## src/rtl/assert_macros.svh

```systemverilog
// Assertion macros used by the framer RTL.
// Files that check their own logic include this header; it needs clk_i and rst_ni in scope.
`ifndef ASSERT_MACROS_SVH
`define ASSERT_MACROS_SVH

// The consequent must hold in the same cycle as the antecedent.
`define PSUCF_ASSERT_SAME(name, pre, post) \
  name: assert property (@(posedge clk_i) disable iff (!rst_ni) (pre) |-> (post)) \
    else $error("framer check failed");

// The consequent must hold in the cycle after the antecedent.
`define PSUCF_ASSERT_NEXT(name, pre, post) \
  name: assert property (@(posedge clk_i) disable iff (!rst_ni) (pre) |=> (post)) \
    else $error("framer check failed");

`endif

```

## src/rtl/psucf_pkg.sv

```systemverilog
// Shared types, constants, microcode program and frame byte table of the command framer.
// Has no dependencies; every RTL module imports it.
package psucf_pkg;

  localparam int unsigned FRAME_LENGTH = 26;
  localparam int unsigned IdxW         = $clog2(FRAME_LENGTH);
  localparam logic [IdxW-1:0] CHECKSUM_IDX = IdxW'(FRAME_LENGTH - 1);

  localparam logic [7:0] SYNC_BYTE       = 8'hAA;
  localparam logic [7:0] CMD_SET_PARAMS  = 8'h80;
  localparam logic [7:0] CMD_CTRL_MODE   = 8'h82;
  localparam logic [7:0] MODE_PC_ON      = 8'h03;
  localparam logic [7:0] MODE_PC_OFF     = 8'h02;
  localparam logic [7:0] MODE_SELF       = 8'h00;
  localparam logic [31:0] TICK_INCREMENT = 32'd1000;

  localparam int unsigned DivSteps = 32;
  localparam int unsigned CntW     = $clog2(DivSteps);
  localparam logic [CntW-1:0] DIV_LAST = CntW'(DivSteps - 1);

  // Operation codes of the input beat.
  localparam logic [2:0] OP_TICK       = 3'd0;
  localparam logic [2:0] OP_SET_PARAMS = 3'd1;
  localparam logic [2:0] OP_PC_ON      = 3'd2;
  localparam logic [2:0] OP_PC_OFF     = 3'd3;
  localparam logic [2:0] OP_SELF       = 3'd4;

  // Register indexes of the configuration port.
  localparam int unsigned RegIdxW = 3;
  localparam logic [RegIdxW-1:0] REG_DEVICE_ADDRESS = 3'd0;
  localparam logic [RegIdxW-1:0] REG_CURRENT_LIMIT  = 3'd1;
  localparam logic [RegIdxW-1:0] REG_VOLTAGE_LIMIT  = 3'd2;
  localparam logic [RegIdxW-1:0] REG_POWER_LIMIT    = 3'd3;
  localparam logic [RegIdxW-1:0] REG_UPDATE_PERIOD  = 3'd4;
  localparam logic [RegIdxW-1:0] REG_PERIODIC_EN    = 3'd5;
  localparam logic [RegIdxW-1:0] REG_SAMPLE_MIN     = 3'd6;
  localparam logic [RegIdxW-1:0] REG_SAMPLE_MAX     = 3'd7;

  // Sequencer step addresses.
  localparam int unsigned StepW = 4;
  localparam logic [StepW-1:0] STEP_FETCH  = 4'd0;
  localparam logic [StepW-1:0] STEP_TICK   = 4'd1;
  localparam logic [StepW-1:0] STEP_MUL    = 4'd2;
  localparam logic [StepW-1:0] STEP_DIV    = 4'd3;
  localparam logic [StepW-1:0] STEP_SAT    = 4'd4;
  localparam logic [StepW-1:0] STEP_EMIT   = 4'd5;
  localparam logic [StepW-1:0] STEP_DONE   = 4'd6;
  localparam logic [StepW-1:0] STEP_LD_MAN = 4'd7;
  localparam logic [StepW-1:0] STEP_LD_MOD = 4'd8;

  typedef enum logic [3:0] {
    ACT_FETCH,
    ACT_TICK,
    ACT_MUL,
    ACT_DIV,
    ACT_SAT,
    ACT_EMIT,
    ACT_NOP,
    ACT_LD_MAN,
    ACT_LD_MOD
  } psucf_act_e;

  typedef enum logic [2:0] {
    JC_NONE,
    JC_ALWAYS,
    JC_DISPATCH,
    JC_NOFRAME,
    JC_LOOP,
    JC_MORE
  } psucf_jc_e;

  typedef struct packed {
    psucf_act_e       act;
    psucf_jc_e        jc;
    logic [StepW-1:0] target;
  } psucf_uword_t;

  typedef struct packed {
    logic [2:0]         operation;
    logic signed [15:0] sample;
    logic [15:0]        manual_voltage;
  } psucf_in_t;

  typedef struct packed {
    logic [7:0]  frame_byte;
    logic        last_byte;
    logic [15:0] voltage_sent;
  } psucf_out_t;

  typedef struct packed {
    logic [7:0]         device_address;
    logic [15:0]        current_limit;
    logic [15:0]        voltage_limit;
    logic [15:0]        power_limit;
    logic [15:0]        update_period_ms;
    logic               periodic_enable;
    logic signed [15:0] sample_min;
    logic signed [15:0] sample_max;
  } psucf_cfg_t;

  // Control program: go to target if the jump condition holds, else next step; dispatch by op.
  function automatic psucf_uword_t psucf_rom(input logic [StepW-1:0] step);
    psucf_uword_t w;
    w = '{act: ACT_NOP, jc: JC_ALWAYS, target: STEP_FETCH};
    case (step)
      STEP_FETCH:  w = '{act: ACT_FETCH,  jc: JC_DISPATCH, target: STEP_FETCH};
      STEP_TICK:   w = '{act: ACT_TICK,   jc: JC_NOFRAME,  target: STEP_FETCH};
      STEP_MUL:    w = '{act: ACT_MUL,    jc: JC_NONE,     target: STEP_FETCH};
      STEP_DIV:    w = '{act: ACT_DIV,    jc: JC_LOOP,     target: STEP_DIV};
      STEP_SAT:    w = '{act: ACT_SAT,    jc: JC_NONE,     target: STEP_FETCH};
      STEP_EMIT:   w = '{act: ACT_EMIT,   jc: JC_MORE,     target: STEP_EMIT};
      STEP_DONE:   w = '{act: ACT_NOP,    jc: JC_ALWAYS,   target: STEP_FETCH};
      STEP_LD_MAN: w = '{act: ACT_LD_MAN, jc: JC_ALWAYS,   target: STEP_EMIT};
      STEP_LD_MOD: w = '{act: ACT_LD_MOD, jc: JC_ALWAYS,   target: STEP_EMIT};
      default:     w = '{act: ACT_NOP,    jc: JC_ALWAYS,   target: STEP_FETCH};
    endcase
    return w;
  endfunction

  // Entry step for each operation code; unused codes return straight to fetch.
  function automatic logic [StepW-1:0] psucf_dispatch(input logic [2:0] op);
    logic [StepW-1:0] s;
    case (op)
      OP_TICK:       s = STEP_TICK;
      OP_SET_PARAMS: s = STEP_LD_MAN;
      OP_PC_ON:      s = STEP_LD_MOD;
      OP_PC_OFF:     s = STEP_LD_MOD;
      OP_SELF:       s = STEP_LD_MOD;
      default:       s = STEP_FETCH;
    endcase
    return s;
  endfunction

  function automatic logic [7:0] psucf_mode_byte(input logic [2:0] op);
    logic [7:0] m;
    case (op)
      OP_PC_ON:  m = MODE_PC_ON;
      OP_PC_OFF: m = MODE_PC_OFF;
      default:   m = MODE_SELF;
    endcase
    return m;
  endfunction

  // Frame bytes before the checksum, selected by position.
  function automatic logic [7:0] psucf_frame_byte(input logic [IdxW-1:0] idx,
                                                  input logic            is_param,
                                                  input psucf_cfg_t      cfg,
                                                  input logic [15:0]     volt,
                                                  input logic [7:0]      mode);
    logic [7:0] b;
    case (idx)
      5'd0:    b = SYNC_BYTE;
      5'd1:    b = is_param ? cfg.device_address : 8'h00;
      5'd2:    b = is_param ? CMD_SET_PARAMS : CMD_CTRL_MODE;
      5'd3:    b = is_param ? cfg.current_limit[7:0] : mode;
      5'd4:    b = is_param ? cfg.current_limit[15:8] : 8'h00;
      5'd5:    b = is_param ? cfg.voltage_limit[7:0] : 8'h00;
      5'd6:    b = is_param ? cfg.voltage_limit[15:8] : 8'h00;
      5'd9:    b = is_param ? cfg.power_limit[7:0] : 8'h00;
      5'd10:   b = is_param ? cfg.power_limit[15:8] : 8'h00;
      5'd11:   b = is_param ? volt[7:0] : 8'h00;
      5'd12:   b = is_param ? volt[15:8] : 8'h00;
      default: b = 8'h00;
    endcase
    return b;
  endfunction

endpackage

```

## src/rtl/psucf_cfg_regs.sv

```systemverilog
// Configuration register file of the command framer, written and read over an APB-style port.
// Depends on psucf_pkg for the register indexes and the configuration struct.
module psucf_cfg_regs import psucf_pkg::*; (
  input  logic        clk_i,
  input  logic        rst_ni,
  input  logic        psel,
  input  logic        penable,
  input  logic        pwrite,
  input  logic [4:0]  paddr,
  input  logic [31:0] pwdata,
  output logic [31:0] prdata,
  output logic        pready,
  output psucf_cfg_t  cfg_o
);

  psucf_cfg_t           cfg_q, cfg_d;
  logic                 wr_en;
  logic [RegIdxW-1:0]   reg_idx;

  assign pready  = 1'b1;
  assign wr_en   = psel & penable & pwrite;
  assign reg_idx = paddr[4:2];
  assign cfg_o   = cfg_q;

  always_comb begin
    cfg_d = cfg_q;
    if (wr_en) begin
      case (reg_idx)
        REG_DEVICE_ADDRESS: cfg_d.device_address   = pwdata[7:0];
        REG_CURRENT_LIMIT:  cfg_d.current_limit    = pwdata[15:0];
        REG_VOLTAGE_LIMIT:  cfg_d.voltage_limit    = pwdata[15:0];
        REG_POWER_LIMIT:    cfg_d.power_limit      = pwdata[15:0];
        REG_UPDATE_PERIOD:  cfg_d.update_period_ms = pwdata[15:0];
        REG_PERIODIC_EN:    cfg_d.periodic_enable  = pwdata[0];
        REG_SAMPLE_MIN:     cfg_d.sample_min       = pwdata[15:0];
        REG_SAMPLE_MAX:     cfg_d.sample_max       = pwdata[15:0];
        default:            cfg_d = cfg_q;
      endcase
    end
  end

  always_comb begin
    case (reg_idx)
      REG_DEVICE_ADDRESS: prdata = {24'h0, cfg_q.device_address};
      REG_CURRENT_LIMIT:  prdata = {16'h0, cfg_q.current_limit};
      REG_VOLTAGE_LIMIT:  prdata = {16'h0, cfg_q.voltage_limit};
      REG_POWER_LIMIT:    prdata = {16'h0, cfg_q.power_limit};
      REG_UPDATE_PERIOD:  prdata = {16'h0, cfg_q.update_period_ms};
      REG_PERIODIC_EN:    prdata = {31'h0, cfg_q.periodic_enable};
      REG_SAMPLE_MIN:     prdata = {16'h0, cfg_q.sample_min};
      REG_SAMPLE_MAX:     prdata = {16'h0, cfg_q.sample_max};
      default:            prdata = 32'h0;
    endcase
  end

  always_ff @(posedge clk_i or negedge rst_ni) begin
    if (!rst_ni) begin
      cfg_q.device_address   <= 8'd1;
      cfg_q.current_limit    <= 16'd150;
      cfg_q.voltage_limit    <= 16'd10000;
      cfg_q.power_limit      <= 16'd10000;
      cfg_q.update_period_ms <= 16'd50;
      cfg_q.periodic_enable  <= 1'b0;
      cfg_q.sample_min       <= 16'sd0;
      cfg_q.sample_max       <= 16'sd1000;
    end else begin
      cfg_q <= cfg_d;
    end
  end

endmodule

```

## src/rtl/psu_command_framer_top.sv

```systemverilog
// Top level of the power supply command framer: microcoded sequencer, scaling datapath, output stage.
// Depends on psucf_pkg, psucf_cfg_regs and assert_macros.svh.
//
//   Channel   Handshake              Payload / signals             Direction
//   input     in_valid_i/in_ready_o  in_data_i (psucf_in_t)        into block
//   output    out_valid_o/out_ready_i out_data_o (psucf_out_t)     out of block
//   config    psel/penable/pwrite    paddr, pwdata, prdata, pready APB-style, 32-bit data
//
// Steps: one beat is taken in the fetch step. A frame then sends one byte per cycle when the
// output side keeps up, 26 bytes, plus one load step and one closing step. A periodic frame
// adds the tick step, the multiply step and 32 steps of the one-bit-per-cycle divider.
// A tick that sends nothing runs only the tick step after the fetch.
// Reset clears the sequencer, the tick accumulator, the byte counter and the output valid flag.
// A stall on the output holds the emit step; the input is taken only in the fetch step.
`include "assert_macros.svh"

module psu_command_framer_top import psucf_pkg::*; #(
  parameter int unsigned PACKET_RATE = 256
) (
  input  logic        clk_i,
  input  logic        rst_ni,
  input  logic        in_valid_i,
  output logic        in_ready_o,
  input  psucf_in_t   in_data_i,
  output logic        out_valid_o,
  input  logic        out_ready_i,
  output psucf_out_t  out_data_o,
  input  logic        psel,
  input  logic        penable,
  input  logic        pwrite,
  input  logic [4:0]  paddr,
  input  logic [31:0] pwdata,
  output logic [31:0] prdata,
  output logic        pready
);

  psucf_cfg_t cfg;

  psucf_cfg_regs u_cfg_regs (
    .clk_i   (clk_i),
    .rst_ni  (rst_ni),
    .psel    (psel),
    .penable (penable),
    .pwrite  (pwrite),
    .paddr   (paddr),
    .pwdata  (pwdata),
    .prdata  (prdata),
    .pready  (pready),
    .cfg_o   (cfg)
  );

  // Sequencer: the step counter addresses the control program in the package.
  logic [StepW-1:0] pc_q, pc_d;
  psucf_uword_t     uw;
  logic             advance;
  logic             jump_taken;

  // Control state (reset) and payload registers (no reset).
  logic [31:0]      acc_q, acc_d;
  logic [IdxW-1:0]  idx_q, idx_d;
  logic [CntW-1:0]  cnt_q, cnt_d;
  logic             out_valid_q, out_valid_d;
  psucf_out_t       out_q, out_d;
  logic [2:0]       op_q, op_d;
  logic signed [15:0] sample_q, sample_d;
  logic [15:0]      manual_q, manual_d;
  logic [31:0]      quot_q, quot_d;
  logic [15:0]      rem_q, rem_d;
  logic [15:0]      den_mag_q, den_mag_d;
  logic             neg_q, neg_d;
  logic             den_zero_q, den_zero_d;
  logic [15:0]      volt_q, volt_d;
  logic             is_param_q, is_param_d;
  logic [7:0]       mode_q, mode_d;
  logic [7:0]       sum_q, sum_d;

  // Tick arithmetic: the accumulator counts in 1/PACKET_RATE ms, so the threshold is exact.
  logic [32:0] acc_sum;
  logic [31:0] acc_sat;
  logic [31:0] thr;
  logic        below_thr;
  logic        no_frame;

  assign acc_sum   = {1'b0, acc_q} + {1'b0, TICK_INCREMENT};
  assign acc_sat   = acc_sum[32] ? 32'hFFFF_FFFF : acc_sum[31:0];
  assign thr       = 32'(cfg.update_period_ms) * 32'(PACKET_RATE);
  assign below_thr = acc_sat < thr;
  assign no_frame  = !cfg.periodic_enable || below_thr;

  // Scaling operands: magnitudes and signs, so the divider works on unsigned values.
  logic signed [16:0] diff, den;
  logic        [16:0] diff_abs, den_abs;

  assign diff     = 17'(sample_q) - 17'(cfg.sample_min);
  assign den      = 17'(cfg.sample_max) - 17'(cfg.sample_min);
  assign diff_abs = diff[16] ? 17'(-diff) : 17'(diff);
  assign den_abs  = den[16] ? 17'(-den) : 17'(den);

  // One restoring division step per cycle.
  logic [16:0] div_shift;
  logic        div_fit;
  logic [16:0] div_sub;

  assign div_shift = {rem_q, quot_q[31]};
  assign div_fit   = div_shift >= {1'b0, den_mag_q};
  assign div_sub   = div_shift - {1'b0, den_mag_q};

  // Output stage: a new byte may enter when the register is empty or being drained.
  logic       slot_free;
  logic       is_last;
  logic [7:0] cur_byte;

  assign slot_free = !out_valid_q || out_ready_i;
  assign is_last   = idx_q == CHECKSUM_IDX;
  assign cur_byte  = is_last ? sum_q
                             : psucf_frame_byte(idx_q, is_param_q, cfg, volt_q, mode_q);

  assign in_ready_o  = uw.act == ACT_FETCH;
  assign out_valid_o = out_valid_q;
  assign out_data_o  = out_q;

  // Next step.
  always_comb begin
    uw = psucf_rom(pc_q);
    case (uw.act)
      ACT_FETCH: advance = in_valid_i;
      ACT_EMIT:  advance = slot_free;
      default:   advance = 1'b1;
    endcase
    case (uw.jc)
      JC_ALWAYS:  jump_taken = 1'b1;
      JC_NOFRAME: jump_taken = no_frame;
      JC_LOOP:    jump_taken = cnt_q != '0;
      JC_MORE:    jump_taken = !is_last;
      default:    jump_taken = 1'b0;
    endcase
    if (!advance) begin
      pc_d = pc_q;
    end else if (uw.jc == JC_DISPATCH) begin
      pc_d = psucf_dispatch(in_data_i.operation);
    end else if (jump_taken) begin
      pc_d = uw.target;
    end else begin
      pc_d = pc_q + 1'b1;
    end
  end

  // Datapath, steered by the action field of the current control word.
  always_comb begin
    acc_d       = acc_q;
    idx_d       = idx_q;
    cnt_d       = cnt_q;
    out_valid_d = out_valid_q && !out_ready_i;
    out_d       = out_q;
    op_d        = op_q;
    sample_d    = sample_q;
    manual_d    = manual_q;
    quot_d      = quot_q;
    rem_d       = rem_q;
    den_mag_d   = den_mag_q;
    neg_d       = neg_q;
    den_zero_d  = den_zero_q;
    volt_d      = volt_q;
    is_param_d  = is_param_q;
    mode_d      = mode_q;
    sum_d       = sum_q;
    case (uw.act)
      ACT_FETCH: begin
        if (in_valid_i) begin
          op_d     = in_data_i.operation;
          sample_d = in_data_i.sample;
          manual_d = in_data_i.manual_voltage;
        end
      end
      ACT_TICK: begin
        // With periodic mode off the accumulator holds.
        if (cfg.periodic_enable) begin
          acc_d = below_thr ? acc_sat : acc_sat - thr;
        end
      end
      ACT_MUL: begin
        quot_d     = diff_abs[15:0] * cfg.voltage_limit;
        rem_d      = '0;
        den_mag_d  = den_abs[15:0];
        neg_d      = diff[16] ^ den[16];
        den_zero_d = den == '0;
        cnt_d      = DIV_LAST;
      end
      ACT_DIV: begin
        rem_d  = div_fit ? div_sub[15:0] : div_shift[15:0];
        quot_d = {quot_q[30:0], div_fit};
        cnt_d  = cnt_q - 1'b1;
      end
      ACT_SAT: begin
        // Equal bounds and negative quotients give zero; large ones clip at full scale.
        if (den_zero_q || neg_q) begin
          volt_d = '0;
        end else if (quot_q[31:16] != '0) begin
          volt_d = 16'hFFFF;
        end else begin
          volt_d = quot_q[15:0];
        end
        is_param_d = 1'b1;
        idx_d      = '0;
        sum_d      = '0;
      end
      ACT_LD_MAN: begin
        volt_d     = manual_q;
        is_param_d = 1'b1;
        idx_d      = '0;
        sum_d      = '0;
      end
      ACT_LD_MOD: begin
        volt_d     = '0;
        is_param_d = 1'b0;
        mode_d     = psucf_mode_byte(op_q);
        idx_d      = '0;
        sum_d      = '0;
      end
      ACT_EMIT: begin
        if (slot_free) begin
          out_valid_d        = 1'b1;
          out_d.frame_byte   = cur_byte;
          out_d.last_byte    = is_last;
          out_d.voltage_sent = volt_q;
          sum_d              = sum_q + cur_byte;
          idx_d              = is_last ? '0 : idx_q + 1'b1;
        end
      end
      default: begin
        acc_d = acc_q;
      end
    endcase
  end

  always_ff @(posedge clk_i or negedge rst_ni) begin
    if (!rst_ni) begin
      pc_q        <= STEP_FETCH;
      acc_q       <= '0;
      idx_q       <= '0;
      cnt_q       <= '0;
      out_valid_q <= 1'b0;
    end else begin
      pc_q        <= pc_d;
      acc_q       <= acc_d;
      idx_q       <= idx_d;
      cnt_q       <= cnt_d;
      out_valid_q <= out_valid_d;
    end
  end

  always_ff @(posedge clk_i) begin
    out_q      <= out_d;
    op_q       <= op_d;
    sample_q   <= sample_d;
    manual_q   <= manual_d;
    quot_q     <= quot_d;
    rem_q      <= rem_d;
    den_mag_q  <= den_mag_d;
    neg_q      <= neg_d;
    den_zero_q <= den_zero_d;
    volt_q     <= volt_d;
    is_param_q <= is_param_d;
    mode_q     <= mode_d;
    sum_q      <= sum_d;
  end

  // A new beat is only taken when no frame is half sent.
  `PSUCF_ASSERT_SAME(a_fetch_frame_idle, in_ready_o, idx_q == '0)
  // The checksum beat closes the frame and the program leaves the emit loop.
  `PSUCF_ASSERT_NEXT(a_last_ends_emit, (uw.act == ACT_EMIT) && slot_free && is_last,
                     pc_q == STEP_DONE)
  // The divider always starts with a full count after the multiply.
  `PSUCF_ASSERT_NEXT(a_div_start, pc_q == STEP_MUL, (pc_q == STEP_DIV) && (cnt_q == DIV_LAST))
  // Mode frames never carry a voltage.
  `PSUCF_ASSERT_SAME(a_mode_no_volt, (uw.act == ACT_EMIT) && !is_param_q, volt_q == '0)

endmodule

```

## config.mk

```make
export PLATFORM = sky130hd
export DESIGN_NAME = psu_command_framer_top
export DESIGN_NICKNAME = d
export VERILOG_FILES = /design/src/rtl/psucf_pkg.sv /design/src/rtl/psucf_cfg_regs.sv /design/src/rtl/psu_command_framer_top.sv
export VERILOG_INCLUDE_DIRS = /design/src /design/src/rtl
export SDC_FILE = /design/constraint.sdc
export NUM_CORES = 1
export LEC_CHECK = 0
export ABC_AREA = 1
export BUFFER_PORTS_ARGS = -buffer_cell sky130_fd_sc_hd__buf_2
export CORE_ASPECT_RATIO = 1.2
export CORE_MARGIN = 2
export CORE_UTILIZATION = 65
export DETAILED_ROUTE_END_ITERATION = 10
export PLACE_DENSITY = 0.95
export SLEW_MARGIN = 10
export SYNTH_ARGS = -nofsm -noshare
export SYNTH_HDL_FRONTEND = slang
export SYNTH_SLANG_ARGS = --single-unit
```

## constraint.sdc

```tcl
create_clock -name clk_i -period 13.4 [get_ports clk_i]
set_clock_uncertainty 0.15 [all_clocks]
set_input_delay 2.68 -clock clk_i [delete_from_list [all_inputs] [get_ports clk_i]]
set_output_delay 2.68 -clock clk_i [all_outputs]
set_load 0.02 [all_outputs]
```

## Word level (Yosys, flattened, before mapping)

Memory sizes are Yosys's and may differ from the RTL's.
Cells that the tools add are included.

| word-level totals | value |
|---|---|
| ROM bits | 160 |
| logic and storage cells | 155 |
| bits in registers | 311 |
| output and inout port bits | 60 |
| input port bits | 79 |
| memories kept | 1 |

| cells by class | value |
|---|---|
| multipliers | 1 |
| reductions and logical operators | 34 |
| $add $sub $neg | 11 |
| mux-type cells | 38 |
| eq/ne operators | 37 |
| magnitude comparators | 2 |
| bitwise logic cells | 3 |

Memories:

| name | words | bits a word | rd ports | clocked after Yosys merged registers in | write ports | RTL line | source |
|---|---|---|---|---|---|---|---|
| (no name shown) | 16 | 10 | 1 | 0 | 0 | psucf_pkg.sv:105 | `case (step)` |

Operators by type and width:

| operator | count |
|---|---|
| $pmux W32 S8 | 1 |
| $mux W8 | 11 |
| $pmux W8 S11 | 1 |
| $mux W16 | 5 |
| $mux W32 | 2 |
| $pmux W32 S2 | 1 |
| $pmux W16 S3 | 1 |
| $sub A16 B16 Y17 | 2 |
| $add A32 B10 Y33 const B | 1 |
| $lt A32 B24 Y1 | 1 |
| $mul A16 B16 Y32 | 1 |
| $neg A16 Y16 | 2 |
| $pmux W16 S2 | 1 |
| $sub A32 B24 Y32 | 1 |
| $eq A3 B2 Y1 const B | 8 |
| $reduce_and A2 Y1 | 12 |
| $eq A3 B3 Y1 const B | 7 |
| $eq A5 B4 Y1 const B | 4 |
| $pmux W5 S2 | 2 |
| $ge A17 B16 Y1 | 1 |
| $logic_not A17 Y1 | 1 |
| $pmux W8 S2 | 1 |
| $reduce_bool A16 Y1 | 1 |
| $sub A16 B16 Y16 | 1 |
| 35 further kinds | 57 |

## Longest topological paths before layout

| depth | value |
|---|---|
| word-level depth | 7 |
| gate-level depth with buffers | 42 |
| depth with buffers taken out | 41 |

## By module

Synthesis repeated with hierarchy kept, for this count alone.

| second synthesis, totals | value |
|---|---|
| cells, all modules | 3463 |
| area total of the unflattened synthesis | 27516.4 µm² |

Modules (own cells, without submodules):

| module | seq. area each (µm²) | cells each | area an instance (µm²) | times used |
|---|---|---|---|---|
| psu_command_framer_top | 5695.5 | 2837 | 22451.5 | 1 |
| psucf_cfg_regs | 2657.5 | 626 | 5064.9 | 1 |

## Worst setup path after synthesis

Ideal clock, no wire load.

| timing | value |
|---|---|
| path type | flip-flop to flip-flop |
| start | register u_cfg_regs.cfg_q, in the netlist u_cfg_regs.cfg_o[16] |
| end | register quot_q[24] (data pin) |
| stages on the path, launching flop included | 38 |
| required time | 12.996 ns |
| clock period less this slack | 7.612 ns |
| library setup time | 0.254 ns |
| buffers on the path | 1 |
| path slack | 5.788 ns |
| arrival time | 7.208 ns |
| path through | dfrtp_1 > ha_1 > fa_1 > nand3b_1 > nand2_2 > a21boi_4 > o21ai_4 > nand4_1 > nand2_1 > nand2_1 > nand2_1 > buf_4 > nor2_4 > xor2_4 > inv_2 > nor2_1 > fa_1 > inv_1 > [... 2 more ...] > fa_1 > inv_1 > fa_1 > inv_1 > fa_1 > inv_1 > ha_1 > a21oi_1 > inv_1 > o21ai_0 > nand2_1 > a21oi_1 > nor2_1 > nor2_1 > o21bai_1 > or2_2 > nand3_1 > nand2_1 |

| between the ends | value |
|---|---|
| cells in the longest elaborated chain, start to end | 5 |

Ends and longest elaborated chain:

| element | RTL line | source |
|---|---|---|
| start, declared | psucf_cfg_regs.sv:16 | `psucf_cfg_t cfg_q, cfg_d;` |
| start signal, assigned | psucf_cfg_regs.sv:67 | `cfg_q <= cfg_d;` |
| $sub A16 B16 Y17 * | psu_command_framer_top.sv:94 | `assign diff = 17'(sample_q) - 17'(cfg.sample_min);` |
| $neg A16 Y16 | psu_command_framer_top.sv:96 | `assign diff_abs = diff[16] ? 17'(-diff) : 17'(diff);` |
| $mux W16 * | psu_command_framer_top.sv:96 |  |
| $mul A16 B16 Y32 * | psu_command_framer_top.sv:182 | `quot_d = diff_abs[15:0] * cfg.voltage_limit;` |
| $pmux W32 S2 * | psu_command_framer_top.sv:167 | `case (uw.act)` |
| via quot_d[24] | psu_command_framer_top.sv:67 | `logic [31:0] quot_q, quot_d;` |
| end signal, assigned | psu_command_framer_top.sv:257 | `quot_q <= quot_d;` |
| end, declared | psu_command_framer_top.sv:67 |  |

The timed path passes the listed nets; every way through them passes the cells marked *.
A chain may end at the register's enable or synchronous reset.

## Worst setup path after layout

Ends and elaborated chain as after synthesis.

==> key figures <==
Status
  • Status: finished, final reports clean

Clocking
  • CTS tree: done
  • Clock buffer depth: 3
  • TritonCTS Buffers: 34
  • Worst skew pair latency: 0.54 ns
  • Cts repair resizes: 0
  • Setup bufs post-CTS: 0
  • Count of hold-fix buffers inserted at cts: 0
  • Clock slew seen by the registers of the worst setup and hold paths: 0.06 ns
  • Clk root buf: clkbuf_16
  • H-tree depth: 2
  • Clk sink count: 302

Flow run
  • Max cap viols: 0

Die
  • Die area: 43,200 um^2
  • Die width: 190 um
  • Initial core utilization: 66.1%
  • CORE AREA: 40,800 um^2
  • IO Pins: 139
  • Row cnt: 81
  • Vert. Die Dim: 227 um

Place
  • DP Cell Count: 3,863
  • Gpl congestion: 1.02
  • Dpl hpwl: 58,800 um
  • Port bufs: 103
  • Placed instance area: 27,900 um^2

Yosys
  • Post-synthesis sequential area ratio: 31.0%
  • Compound-Gate Fraction of Synth Area: 12.1%
  • Post-synthesis average cell area: 8.19 um^2
  • Largest cells by area after synthesis: edfxtp_1 17%, fa_1 15%, dfrtp_1 12%, nand2_1 9.4%, ha_1 8.7%
  • Yosys cell types: 71
  • Ys async rst share: 49.3%
  • Synth Register Bits: 302
  • Synth Warn #: 0
  • Post-synth top area cell: edfxtp_1
  • Post-synthesis mux area share: 0%
  • Post-Synth XOR/XNOR Area: 3.39%
  • Simple-gate area share of the yosys netlist: 20.6%
  • Main combinational cell family by area after synthesis: adder cells
  • Synth Area in Adders: 23.4%
  • Mapped Cells: 3,295
  • Main synth FF type: edfxtp_1
  • EDFF count, synth: 153
  • Top cell type's share of synthesized area: 17.0%
  • Synth Cell Area: 27,000 um^2

Route
  • Vias: 24,010
  • DR vias/cell: 6.12
  • Met3 wire len: 8080 um
  • Routed Antenna Nets: 0
  • Routed met2 length: 36,500 um
  • Drt drc: 0
  • WL/cell: 19.9 um
  • Met1 Wirelength: 26,200 um
  • Top sig layer: met4
  • Detailed Routing Iterations Pass 1: 10
  • Final wirelength: 78,100 um
  • Initial DRC Count: 2,295

GRT
  • Initial antenna violation count: 0
  • Gr ovfl total: 0
  • Vias in the first global route: 24,173
  • Largest net degree at the start of global routing: 86
  • Overall Global Routing Usage: 36.8%
  • First-pass GRT wire length: 124,000 um

STA
  • Count of final setup violators: 0
  • Rel. slew slack: 22.6%
  • Minimum clock period: 9.35 ns
  • Max Freq: 0.107 GHz
  • Period utilization: 69.8%
  • Setup Total Neg Slack: 0 ns
  • Final Max Slew Viols: 0
  • Unrepaired setup endpoints after global routing: no
  • Final hold violations: 0
  • Measured slew at the worst slew-check pin: 1.13 ns

Layout
  • Multi-input gate area in the final layout: 16,100 um^2
  • Ratio of cells with drive above 1 in the final layout: 9.04%
  • Cell area after layout: 29,000 um^2
  • Nets: 3,825
  • FF+latch area: 8350 um^2
  • Area grow syn2layout: 7.54%
  • Fill count: 2,970
  • Non-filler cells, final: 3,923
  • N_diodes: 0

Setup path
  • WP buf/inv: 5
  • CP Max Fanout: 18
  • CP startpoint kind: register
  • Data required, critical path: 13.53 ns
  • Worst Setup End Kind: register
  • Kind of critical path: register to register
  • WP data arrival: 9.47 ns
  • Cell family with most CP delay: adder cells
  • Critical Path Max Stage Delay: 0.64 ns
  • Crit path max-delay cell type: xor2_2

Worst hold path
  • Tightest Hold Check Type: register to register
[flip-flops by register name, summed over array words and instances (netlist names), 25 cells and up]
name and count:
acc_q 29, out_data_o 25, quot_q 32, u_cfg_regs.cfg_o 105
[worst paths after layout]
path	start	endpoint	slack, ns	cells past startpoint
worst max-delay path	u_cfg_regs.cfg_o[16]	quot_q[24]	4.05	35
worst min-delay path	volt_q[6]	out_data_o[6]	0.31	0
worst max register to register	u_cfg_regs.cfg_o[16]	quot_q[24]	4.05	35
worst min register to register	volt_q[6]	out_data_o[6]	0.31	0
max in group asynchronous	rst_ni	u_cfg_regs.cfg_o[12]	9.64	2
min in group asynchronous	rst_ni	cnt_q[2]	2.03	1
[metrics by stage]
stage	utilization (%)	setup slack, ns	hold slack (ns)
final	71.0	4.05	0.314
after global routing	71.0	3.63	0.309
after CTS	71.0	4.19	0.305
after detailed placement	68.2	4.18	0.285
after global placement	68.2	4.36	0.287
after floorplan	-	5.79	0.276
[cells by family (layout without fill, tap and decap cells)]
family / count (synthesis) / count (layout)
AOI/OAI and AO/OA: 561 / 561
other: 2 / 17
adders and majority gates: 386 / 386
DFF: 302 / 302
xor gates and xnor gates: 99 / 99
and+or+nand+nor: 1296 / 1296
buffers and inverters: 649 / 723
[cell usage after synthesis (all sizes together) (56+ instances only)]
master  instances
a21oi         150
clkbuf         71
dfrtp         125
edfxtp        153
fa            199
ha            187
inv           541
nand2         696
nand3         153
nor2          348
o21ai         244
xor2           56
[per-layer routing]
| metal | track usage (%) | vias up |
|---|---|---|
| li1 | - | 10794 |
| met1 | 41.4 | 11210 |
| met2 | 61.3 | 1522 |
| met3 | 8.08 | 484 |
| met4 | 28.1 | 0 |
| met5 | 0 | - |
[cells in the final DEF, fill, tap and decap left out, types with 102 or more instances in the layout]
master	instances
nand2_1	673
inv_1	529
nor2_1	318
o21ai_0	234
fa_1	199
ha_1	187
edfxtp_1	153
a21oi_1	147
nand3_1	143
dfrtp_1	125
buf_2	102
[final cells by class]
cell class / count / share of cell area (%)
Inverter: 546 / 7.06
Tap cell: 539 / 2.32
Clock inverter: 18 / 0.819
Multi-Input combinational cell: 2359 / 55.7
Timing Repair Buffer: 117 / 2.16
Clock buffer: 42 / 3.18
Sequential cell: 302 / 28.8
[worst reg2reg max path, delay by kind of cell, from the launching register on]
family / cells / cell delay [ns]
AOI/OAI and AO/OA: 6 / 1.03
DFF: 1 / 0.44
xor gates and xnor gates: 1 / 0.64
adders and majority gates: 9 / 4.06
and+or+nand+nor: 14 / 2.04
buffers and inverters: 5 / 0.75
Power is left out: the tool's default activity adds up to more than one toggle a clock period on the data nets, which glitch-free logic cannot reach.
